===== src/sv/rba_pkg.sv =====
package rba_pkg;

    localparam int NUM_BINS_DEF   = 2048;
    localparam int IMAGE_ROWS_DEF = 1024;
    localparam int IMAGE_COLS_DEF = 1024;

    localparam int SUM_W   = 41;
    localparam int SUMSQ_W = 61;
    localparam int CNT_W   = 21;
    localparam int BIDX_W  = 11;

    // register indexes
    localparam logic [2:0] REG_CENTER_ROW  = 3'd0;
    localparam logic [2:0] REG_CENTER_COL  = 3'd1;
    localparam logic [2:0] REG_MIN_LIMIT   = 3'd2;
    localparam logic [2:0] REG_MAX_LIMIT   = 3'd3;
    localparam logic [2:0] REG_DARK_OFFSET = 3'd4;
    localparam logic [2:0] REG_CCD_RADIUS  = 3'd5;
    localparam logic [2:0] REG_ZINGER      = 3'd6;
    localparam logic [2:0] REG_BIN_COUNT   = 3'd7;

    // result status codes
    localparam logic [2:0] ST_ACCUM   = 3'd0;
    localparam logic [2:0] ST_REJECT  = 3'd1;
    localparam logic [2:0] ST_RANGE   = 3'd2;
    localparam logic [2:0] ST_ZINGER  = 3'd3;
    localparam logic [2:0] ST_READOUT = 3'd4;

    typedef enum logic [3:0] {
        S_CLEAR, S_IDLE, S_SQUARE, S_DIST, S_SQRT, S_BIN,
        S_READ, S_MUL, S_DECIDE, S_WRITE, S_OUT
    } state_t;

    // controller to datapath
    typedef struct packed {
        logic clr_step;
        logic load;
        logic square;
        logic dist_calc;
        logic sqrt_start;
        logic sqrt_step;
        logic bin;
        logic mem_read;
        logic mul;
        logic decide;
        logic write;
        logic out_load;
    } dp_cmd_t;

    // datapath to controller
    typedef struct packed {
        logic clr_done;
        logic is_read;
        logic early_done;
        logic sqrt_done;
        logic bin_bad;
    } dp_stat_t;

endpackage


===== src/sv/rba_ctrl.sv =====
module rba_ctrl (
    input  logic              aclk,
    input  logic              aresetn,
    input  logic              s_tvalid,
    output logic              s_tready,
    output logic              m_tvalid,
    input  logic              m_tready,
    input  logic [2:0]        status,
    input  rba_pkg::dp_stat_t stat,
    output rba_pkg::dp_cmd_t  cmd
);
    import rba_pkg::*;

    state_t state_reg, state_next;
    logic   mv_reg, mv_next;
    logic   rd_reg, rd_next;

    always_ff @(posedge aclk) begin
        if (!aresetn) begin
            state_reg <= S_CLEAR;
            mv_reg <= 1'b0;
            rd_reg <= 1'b0;
        end else begin
            state_reg <= state_next;
            mv_reg <= mv_next;
            rd_reg <= rd_next;
        end
    end

    assign m_tvalid = mv_reg;
    assign s_tready = (state_reg == S_IDLE) && (!mv_reg || m_tready);

    always_comb begin
        state_next = state_reg;
        cmd = '0;
        rd_next = rd_reg;
        mv_next = mv_reg && !m_tready;
        unique case (state_reg)
            S_CLEAR: begin
                cmd.clr_step = 1'b1;
                if (stat.clr_done) state_next = S_IDLE;
            end
            S_IDLE: begin
                if (s_tvalid && s_tready) begin
                    cmd.load = 1'b1;
                    rd_next = stat.is_read;
                    state_next = stat.is_read ? S_READ : S_SQUARE;
                end
            end
            S_SQUARE: begin cmd.square = 1'b1; state_next = S_DIST; end
            S_DIST: begin
                cmd.dist_calc = 1'b1; cmd.sqrt_start = 1'b1; state_next = S_SQRT;
            end
            S_SQRT: begin
                cmd.sqrt_step = 1'b1;
                if (stat.sqrt_done) state_next = S_BIN;
            end
            S_BIN: begin
                cmd.bin = 1'b1;
                state_next = stat.early_done ? S_OUT : S_READ;
            end
            S_READ: begin cmd.mem_read = 1'b1; state_next = S_MUL; end
            S_MUL: begin
                cmd.mul = 1'b1;
                state_next = (rd_reg || !(stat.bin_bad)) ? S_DECIDE : S_OUT;
            end
            S_DECIDE: begin
                // result goes out here; write back only a valid readout or a kept pixel
                if ((rd_reg && !stat.early_done) || (!rd_reg && status == ST_ACCUM)) begin
                    cmd.decide = 1'b1;
                    cmd.write = 1'b0;
                    state_next = S_WRITE;
                end else begin
                    state_next = S_IDLE;
                end
                cmd.out_load = 1'b1;
                mv_next = 1'b1;
            end
            S_WRITE: begin cmd.write = 1'b1; state_next = S_IDLE; end
            S_OUT: begin
                cmd.out_load = 1'b1;
                mv_next = 1'b1;
                state_next = S_IDLE;
            end
            default: state_next = S_IDLE;
        endcase
    end

    // result is raised only from decision states
    a_mv: assert property (@(posedge aclk) disable iff (!aresetn)
        $rose(m_tvalid) |-> ($past(state_reg) == S_DECIDE || $past(state_reg) == S_OUT))
        else $error("result raised outside decision");
    a_rdy: assert property (@(posedge aclk) disable iff (!aresetn)
        s_tready |-> state_reg == S_IDLE) else $error("ready outside idle");
    a_clr: assert property (@(posedge aclk) disable iff (!aresetn)
        state_reg == S_CLEAR |-> !m_tvalid) else $error("output during clear");
endmodule


===== config.mk =====
export PLATFORM = sky130hd
export DESIGN_NAME = rba_ctrl
export DESIGN_NICKNAME = d
export VERILOG_FILES = /design/src/sv/rba_pkg.sv /design/src/sv/rba_ctrl.sv
export SDC_FILE = /design/constraint.sdc
export NUM_CORES = 1
export LEC_CHECK = 0
export BUFFER_PORTS_ARGS = -buffer_cell sky130_fd_sc_hd__buf_2
export CORE_AREA = 5 5 42 44
export CTS_CLUSTER_SIZE = 30
export DETAILED_ROUTE_END_ITERATION = 7
export DIE_AREA = 0 0 47 49
export GPL_TIMING_DRIVEN = 0
export PLACE_DENSITY = 0.68
export SYNTH_ARGS = -nofsm -noshare
export SYNTH_HDL_FRONTEND = slang
export SYNTH_SLANG_ARGS = --single-unit
export TNS_END_PERCENT = 5

===== constraint.sdc =====
create_clock -name aclk -period 1.6 [get_ports aclk]
set_input_delay 0.32 -clock aclk [delete_from_list [all_inputs] [get_ports aclk]]
set_output_delay 0.32 -clock aclk [all_outputs]
set_load 0.1 [all_outputs]

==> qor.csv, run 1 <==
stage,metric,value,unit
layout,area_growth_syn_to_layout,121,%
clocking,insertion_delay,0.24,ns
layout,mostFrequentLayoutCells,"13 x buf_12, 12 x buf_2, 5 x dfxtp_2, 4 x nor2_4",
floorplan,die_w,47,um
critical_path,worst_setup_path_end_kind,output port,
logic_synthesis,synthesis.area,445,um2
power,p_leak,0.000400,uW
hold_path,hold_path.class,in2reg,
layout,fillCellCount,107,
logic_synthesis,synthTopCellsByArea,"dfxtp_1 27%, nand2b_1 7.0%, nor2_1 5.9%",
layout,nets,104,
logic_synthesis,synth_cell_type_count,28,
grt,first_pass_grt_wire_length,2.30,mm
grt,globalRoute.busiestLayer,met2,
layout,ff_latch_area,126,um2
layout,number_of_flip_flops_under_the_largest_register_name,4,
critical_path,timing.critical_path.buf_inv,2,
logic_synthesis,netlist.area_leader.share,27.0,%
timing,fin_worst_skew,0.00253,ns
critical_path,setup.worst_path.start,state_reg[1],
critical_path,setup.worst_path.start_class,register,
critical_path,timing.setup.critical_path_class,reg2out,
grt,antenna_found_initial,0,
run_status,outcome,finished with violations,
logic_synthesis,ys_seq_area_share,27.0,%
placed_design,post-place-cells,103,
critical_path,cp_top_family,simple AND/OR/NAND/NOR gates,
run_status,violations,setup timing,
floorplan,area_of_the_die,2300,um2
timing,clock.fmax,595,MHz
run,drv_cap,0,
clocking,cts_buffer_depth,2,
power,power_per_cell_area,959,nW/um2
routing,first_iter_violations,12,
critical_path,crit_path_top_delay_cell,or4_4,
layout,stdcell_area,986,um2
timing,slew_at_the_pin_with_the_worst_max_slew_slack,0.485,ns
floorplan,die_y,49,um
critical_path,crit_chain,"or4_4, inv_2, buf_12",
timing,rsz_0062_raised_after_global_routing,yes,
timing,timing.final.hold_violations,0,
grt,grt_util_all_layers,13.2,%
clocking,cts_num_sinks,6,
timing,finalHoldWorstSlack,0.350,ns
routing,post_drt_wl_per_cell,12.4,um
timing,tns,-0.296,ns
clocking,cts_max_level,1,
layout,layout.cells.most_common,buf_12,
clocking,cts-buffers-inserted,3,
layout,multi_input_area,422,um2
timing,timing.final.max_slew_violations,0,
grt,grt_util_met2,20.6,%
timing,worst_slew_margin_rel,67.9,%
placed_design,place.port_buffers,25,
logic_synthesis,number_of_instances_in_the_synthesized_netlist,62,
floorplan,row_count,14,
critical_path,rr_startpoint,state_reg[1],
logic_synthesis,syn-mean-instance-area,7.18,um2
routing,dr_total_vias,543,
logic_synthesis,synth-warning-count,0,
grt,groute.layer.met3.usage,2.95,%
logic_synthesis,post-synth-top-area-cell,dfxtp_1,
power,ir_worst_vdd,0.000862,V
routing,drc,0,
clocking,postCtsSetupBuffers,0,
clocking,clk_root_buffer_cell,clkbuf_4,
routing,detail_route.vias_per_cell,5.12,
critical_path,slowest_delay,0.53,ns
clocking,clock_tree_from_tritoncts,built,
routing,route.final.wire_length,1.31,mm
timing,final_critical_path_setup_slack,-0.0818,ns
grt,overflow_left_after_global_routing,0,
timing,period_needed,1.68,ns
layout,utilization_of_the_core_after_routing,70.4,%
critical_path,critPathArrivalTime,1.36,ns
floorplan,initial_utilization,31.8,%
floorplan,coreArea,1400,um2
grt,grt_pass1_vias,536,
clocking,clk_transition_reported_paths,0.05,ns
critical_path,worst_ep_required_time,1.28,ns
clocking,ctsHoldBuffers,0,
placed_design,finalWeightedCongestion,0.746,
hold_path,start_point_of_the_worst_hold_path,aresetn,
timing,timing.final.crit_share,105,%
timing,finalSetupViolations,8,
layout,finalNonFillerCells,106,
grt,grt_use_met1,17.2,%
layout,final_layout_size_suffix_gt1_share,67.8,%
routing,ant_nets,0,
grt,grt_start_max_net_pins,11,
logic_synthesis,ys_seq_elements,6,
routing,drt_first_pass_iters,3,
placed_design,place_hpwl,938,um
layout,antennaDiodeCount,0,
floorplan,io_pins,26,
critical_path,largest_fanout_on_the_critical_path,4,
logic_synthesis,syn_nets,74,
placed_design,postPlaceCellArea,682,um2
==> logic make-up (layout without fill, tap and decap cells) <==
family	Yosys count	count (layout)	synth area share, %
muxes	1	1	2.25
AOI/OAI and AO/OA	13	13	20.2
and+or+nand+nor	34	34	42.1
buffers and inverters	8	36	8.43
DFF	6	6	27.0
==> worst register-to-register path: cells and delay by family, from the launching register on <==
family | cells | cell delay [ns]
simple gates | 2 | 0.59
flops | 1 | 0.35
compound gates | 2 | 0.31
==> through the flow <==
step	worst slack, ns	total power (uW)
after floorplan	-0.232	566
after global placement	-0.220	635
after detailed placement	-0.201	635
after CTS	-0.0849	926
after global routing	-0.126	1000
final	-0.0818	945
==> path summary, 6_finish.rpt <==
kind	cells past startpoint	to	slack, ns
max	3	cmd[11]	-0.08
min	2	state_reg[0]	0.35
max reg2reg	4	state_reg[3]	0.24
min reg2reg	2	rd_reg	0.58
==> cell usage after synthesis <==
cell type,n
or3_1,1
a21o_1,2
o41ai_1,1
nor2b_1,3
a21boi_0,1
dfxtp_1,6
buf_2,3
mux2i_1,1
nor4_1,2
inv_1,3
nor4b_1,1
nor3b_1,2
buf_4,1
o21ai_2,1
a31oi_1,1
nor2_1,7
o2bb2ai_1,1
o211a_1,1
nand2b_1,5
clkbuf_1,1
a21oi_1,3
nand3_1,1
or4_4,1
o21ai_0,2
nand2_1,4
and2_1,1
nor3_1,5
and3_1,1
==> report_power, final <==
part	internal, uW	leakage, uW	switching (uW)
logic	242	0.000335	382
clock network	84.6	0.0000138	51.1
registers	167	0.0000510	19.0
total	494	0.000400	452
==> layer usage <==
metal | part of all wire, % | up-vias
li1 | - | 274
met1 | 43 | 252
met2 | 51 | 15
met3 | 5.9 | 2
met4 | 0.30 | 0
met5 | 0 | -
==> cell type report <==
| type | count | share of cell area, % |
|---|---|---|
| buffer | 5 | 7.36 |
| clock buffer | 3 | 2.28 |
| inverter | 3 | 1.14 |
| multi-input combinational | 48 | 42.8 |
| sequential | 6 | 12.8 |
| tap | 16 | 2.03 |
| timing repair buffer | 25 | 31.6 |
==> timing repair <==
| item | 4_1_cts | 5_1_grt |
|---|---|---|
| pin swaps | 4 | 3 |
| setup endpoints to repair | 13 | 13 |
| resized for setup | 70 | 10 |
Power figures use the tool's default switching activity.
==> inputs of run 2 (changes only) <==
- PLACE_DENSITY: 0.68 -> unset
==> qor.csv, run 2 (synthesis results as in run 1) <==
stage,metric,value,unit,change
clocking,insertion_delay,0.25,ns,about the same
hold_path,worst_hold_path.num_cells,2,,unchanged
clocking,cts_max_level,1,,unchanged
layout,area_growth_syn_to_layout,131,%,
critical_path,setup.worst_path.start_class,register,,
timing,rsz_0062_raised_after_global_routing,yes,,
routing,detail_route.vias_per_cell,5.13,,about the same
routing,ant_nets,0,,unchanged
floorplan,area_of_the_die,2300,um2,unchanged
power,p_leak,0.000423,uW,+5.8%
layout,final_layout_size_suffix_gt1_share,70.2,%,+2.4 points
power,ir_worst_vdd,0.000517,V,-40%
critical_path,largest_fanout_on_the_critical_path,4,,unchanged
timing,period_needed,1.70,ns,+0.0146 ns
routing,drc,0,,unchanged
timing,final_critical_path_setup_slack,-0.0963,ns,-0.0146 ns
critical_path,reg2reg_setup_slack,0.12,ns,-0.12 ns
clocking,clock_tree_from_tritoncts,built,,
critical_path,slowest_delay,0.36,ns,-0.17 ns
hold_path,start_point_of_the_worst_hold_path,aresetn,,
routing,dr_total_vias,564,,+3.9%
timing,finalSetupViolations,8,,unchanged
grt,antenna_found_initial,0,,unchanged
floorplan,row_count,14,,unchanged
layout,antennaDiodeCount,0,,unchanged
placed_design,finalWeightedCongestion,0.756,,+1.4%
critical_path,worst_setup_path_end_kind,output port,,
placed_design,place_hpwl,984,um,+5.0%
layout,layout.cells.most_common,buf_12,,
routing,post_drt_wl_per_cell,14.0,um,+13%
placed_design,place.port_buffers,25,,unchanged
grt,first_pass_grt_wire_length,2.53,mm,+9.6%
placed_design,post-place-cells,103,,unchanged
layout,number_of_flip_flops_under_the_largest_register_name,4,,unchanged
timing,fin_worst_skew,0.00470,ns,+0.00218 ns
layout,multi_input_area,424,um2,+0.59%
run,drv_cap,0,,unchanged
critical_path,rr_startpoint,state_reg[0],,
timing,tns,-0.337,ns,-0.0413 ns
critical_path,crit_chain,"buf_8, nand2b_4, nor2_4, buf_12, buf_12",,
critical_path,critical_path.reg2reg.endpoint,state_reg[3],,
critical_path,critPathArrivalTime,1.38,ns,+0.02 ns
floorplan,die_w,47,um,unchanged
clocking,clk_transition_reported_paths,0.05,ns,about the same
run_status,outcome,finished with violations,,
critical_path,cp_top_family,buffers and inverters,,
timing,timing.final.max_slew_violations,0,,unchanged
clocking,cts-buffers-inserted,3,,unchanged
routing,first_iter_violations,8,,-4
layout,fillCellCount,104,,-2.8%
grt,overflow_left_after_global_routing,0,,unchanged
critical_path,worst_ep_required_time,1.28,ns,about the same
timing,timing.final.hold_violations,0,,unchanged
routing,drt_first_pass_iters,2,,-1
run_status,violations,setup timing,,
grt,grt_pass1_vias,548,,+2.2%
floorplan,initial_utilization,31.8,%,unchanged
critical_path,timing.setup.critical_path_class,reg2out,,
grt,grt_start_max_net_pins,11,,unchanged
power,totalPowerFinal,978,uW,+3.5%
layout,mostFrequentLayoutCells,"14 x buf_12, 12 x buf_2, 4 x nor2_4, 4 x buf_4",,
critical_path,timing.critical_path.buf_inv,3,,+1
layout,nets,108,,+3.8%
hold_path,hold_path.class,in2reg,,
floorplan,io_pins,26,,unchanged
clocking,cts_num_sinks,6,,unchanged
timing,slew_at_the_pin_with_the_worst_max_slew_slack,0.489,ns,+0.00422 ns
clocking,cts_buffer_depth,2,,unchanged
layout,ff_latch_area,131,um2,+4.0%
timing,worst_slew_margin_rel,67.6,%,-0.28 points
timing,clock.fmax,590,MHz,-0.86%
floorplan,die_y,49,um,unchanged
power,power_per_cell_area,951,nW/um2,-0.79%
critical_path,crit_path_top_delay_cell,dfxtp_4,,
timing,timing.final.crit_share,106,%,+0.91 points
critical_path,worst-r2r-cell-count,5,,+1
critical_path,cpMostUsedCell,buf_12,,
grt,grt_util_all_layers,15.2,%,+2.0 points
hold_path,end_point_of_the_worst_hold_path,state_reg[0],,
routing,route.final.wire_length,1.54,mm,+17%
floorplan,coreArea,1400,um2,unchanged
clocking,clk_root_buffer_cell,clkbuf_4,,
clocking,ctsHoldBuffers,0,,unchanged
layout,finalNonFillerCells,110,,+3.8%
-- run 2: cell types whose count changed in the layout (fill, tap and decap cells not counted), sizes merged --
cell,delta
buf,+4
-- run 2: worst reg2reg max path: stages, from the launching register on --
cell     delay [ns]
dfxtp_2        0.33
or4_4          0.54
buf_4          0.15
o21ai_2        0.16
a21o_1         0.13
nor3_1         0.05
-- run 2: per-layer routing --
metal	vias up	part of all wire [%]	routed length (um)	GRT usage [%]
li1	279	-	-	-
met1	268	41	631	17.8
met2	15	54	831	24.2
met3	2	4.7	73	4.43
met4	0	0.39	6	6.91
met5	-	0	0	0
-- run 2: final cells by class --
cell class	count	area share, %
flip-flops and latches	6	12.8
well taps	16	1.95
multi-input cells	48	41.2
clock buffers	3	2.19
inverters	3	1.09
plain buffers	5	6.69
repair buffers	29	34.1
-- run 2: repair_timing --
| action | CTS | global route |
|---|---|---|
| endpoints found under the setup margin | 13 | 13 |
| setup buffers | 4 | 0 |
| gates resized for setup | 68 | 16 |
| pin swaps | 3 | 5 |
-- run 2: power breakdown --
part,internal (uW),leakage [uW],total [uW],switching (uW)
logic,257,0.000358,649,392
clock network,85.3,0.0000138,146,60.8
registers,165,0.0000516,184,18.3
-- run 2: how the worst max path moves through the flow --
stage | from | to | slack (ns) | cells past startpoint
2_1_floorplan | state_reg[1] | cmd[8] | -0.23 | 4
3_3_place_gp | state_reg[3] | cmd[10] | -0.25 | 4
3_5_place_dp | state_reg[3] | cmd[2] | -0.19 | 4
4_1_cts | state_reg[0] | cmd[11] | -0.09 | 3
5_1_grt | state_reg[3] | cmd[8] | -0.15 | 5
6_report | state_reg[3] | cmd[8] | -0.1 | 5
-- run 2: metrics by stage --
| step | util, % | hold WS [ns] | area (um2) | worst slack (ns) |
|---|---|---|---|---|
| finish | 73.4 | 0.327 | 1030 | -0.0963 |
| global route | 73.4 | 0.330 | 1030 | -0.148 |
| CTS | 69.9 | 0.319 | 980 | -0.0893 |
| detailed placement | 48.7 | 0.581 | 682 | -0.187 |
| global placement | 48.7 | 0.566 | 682 | -0.246 |
| floorplan | - | 0.437 | 537 | -0.232 |
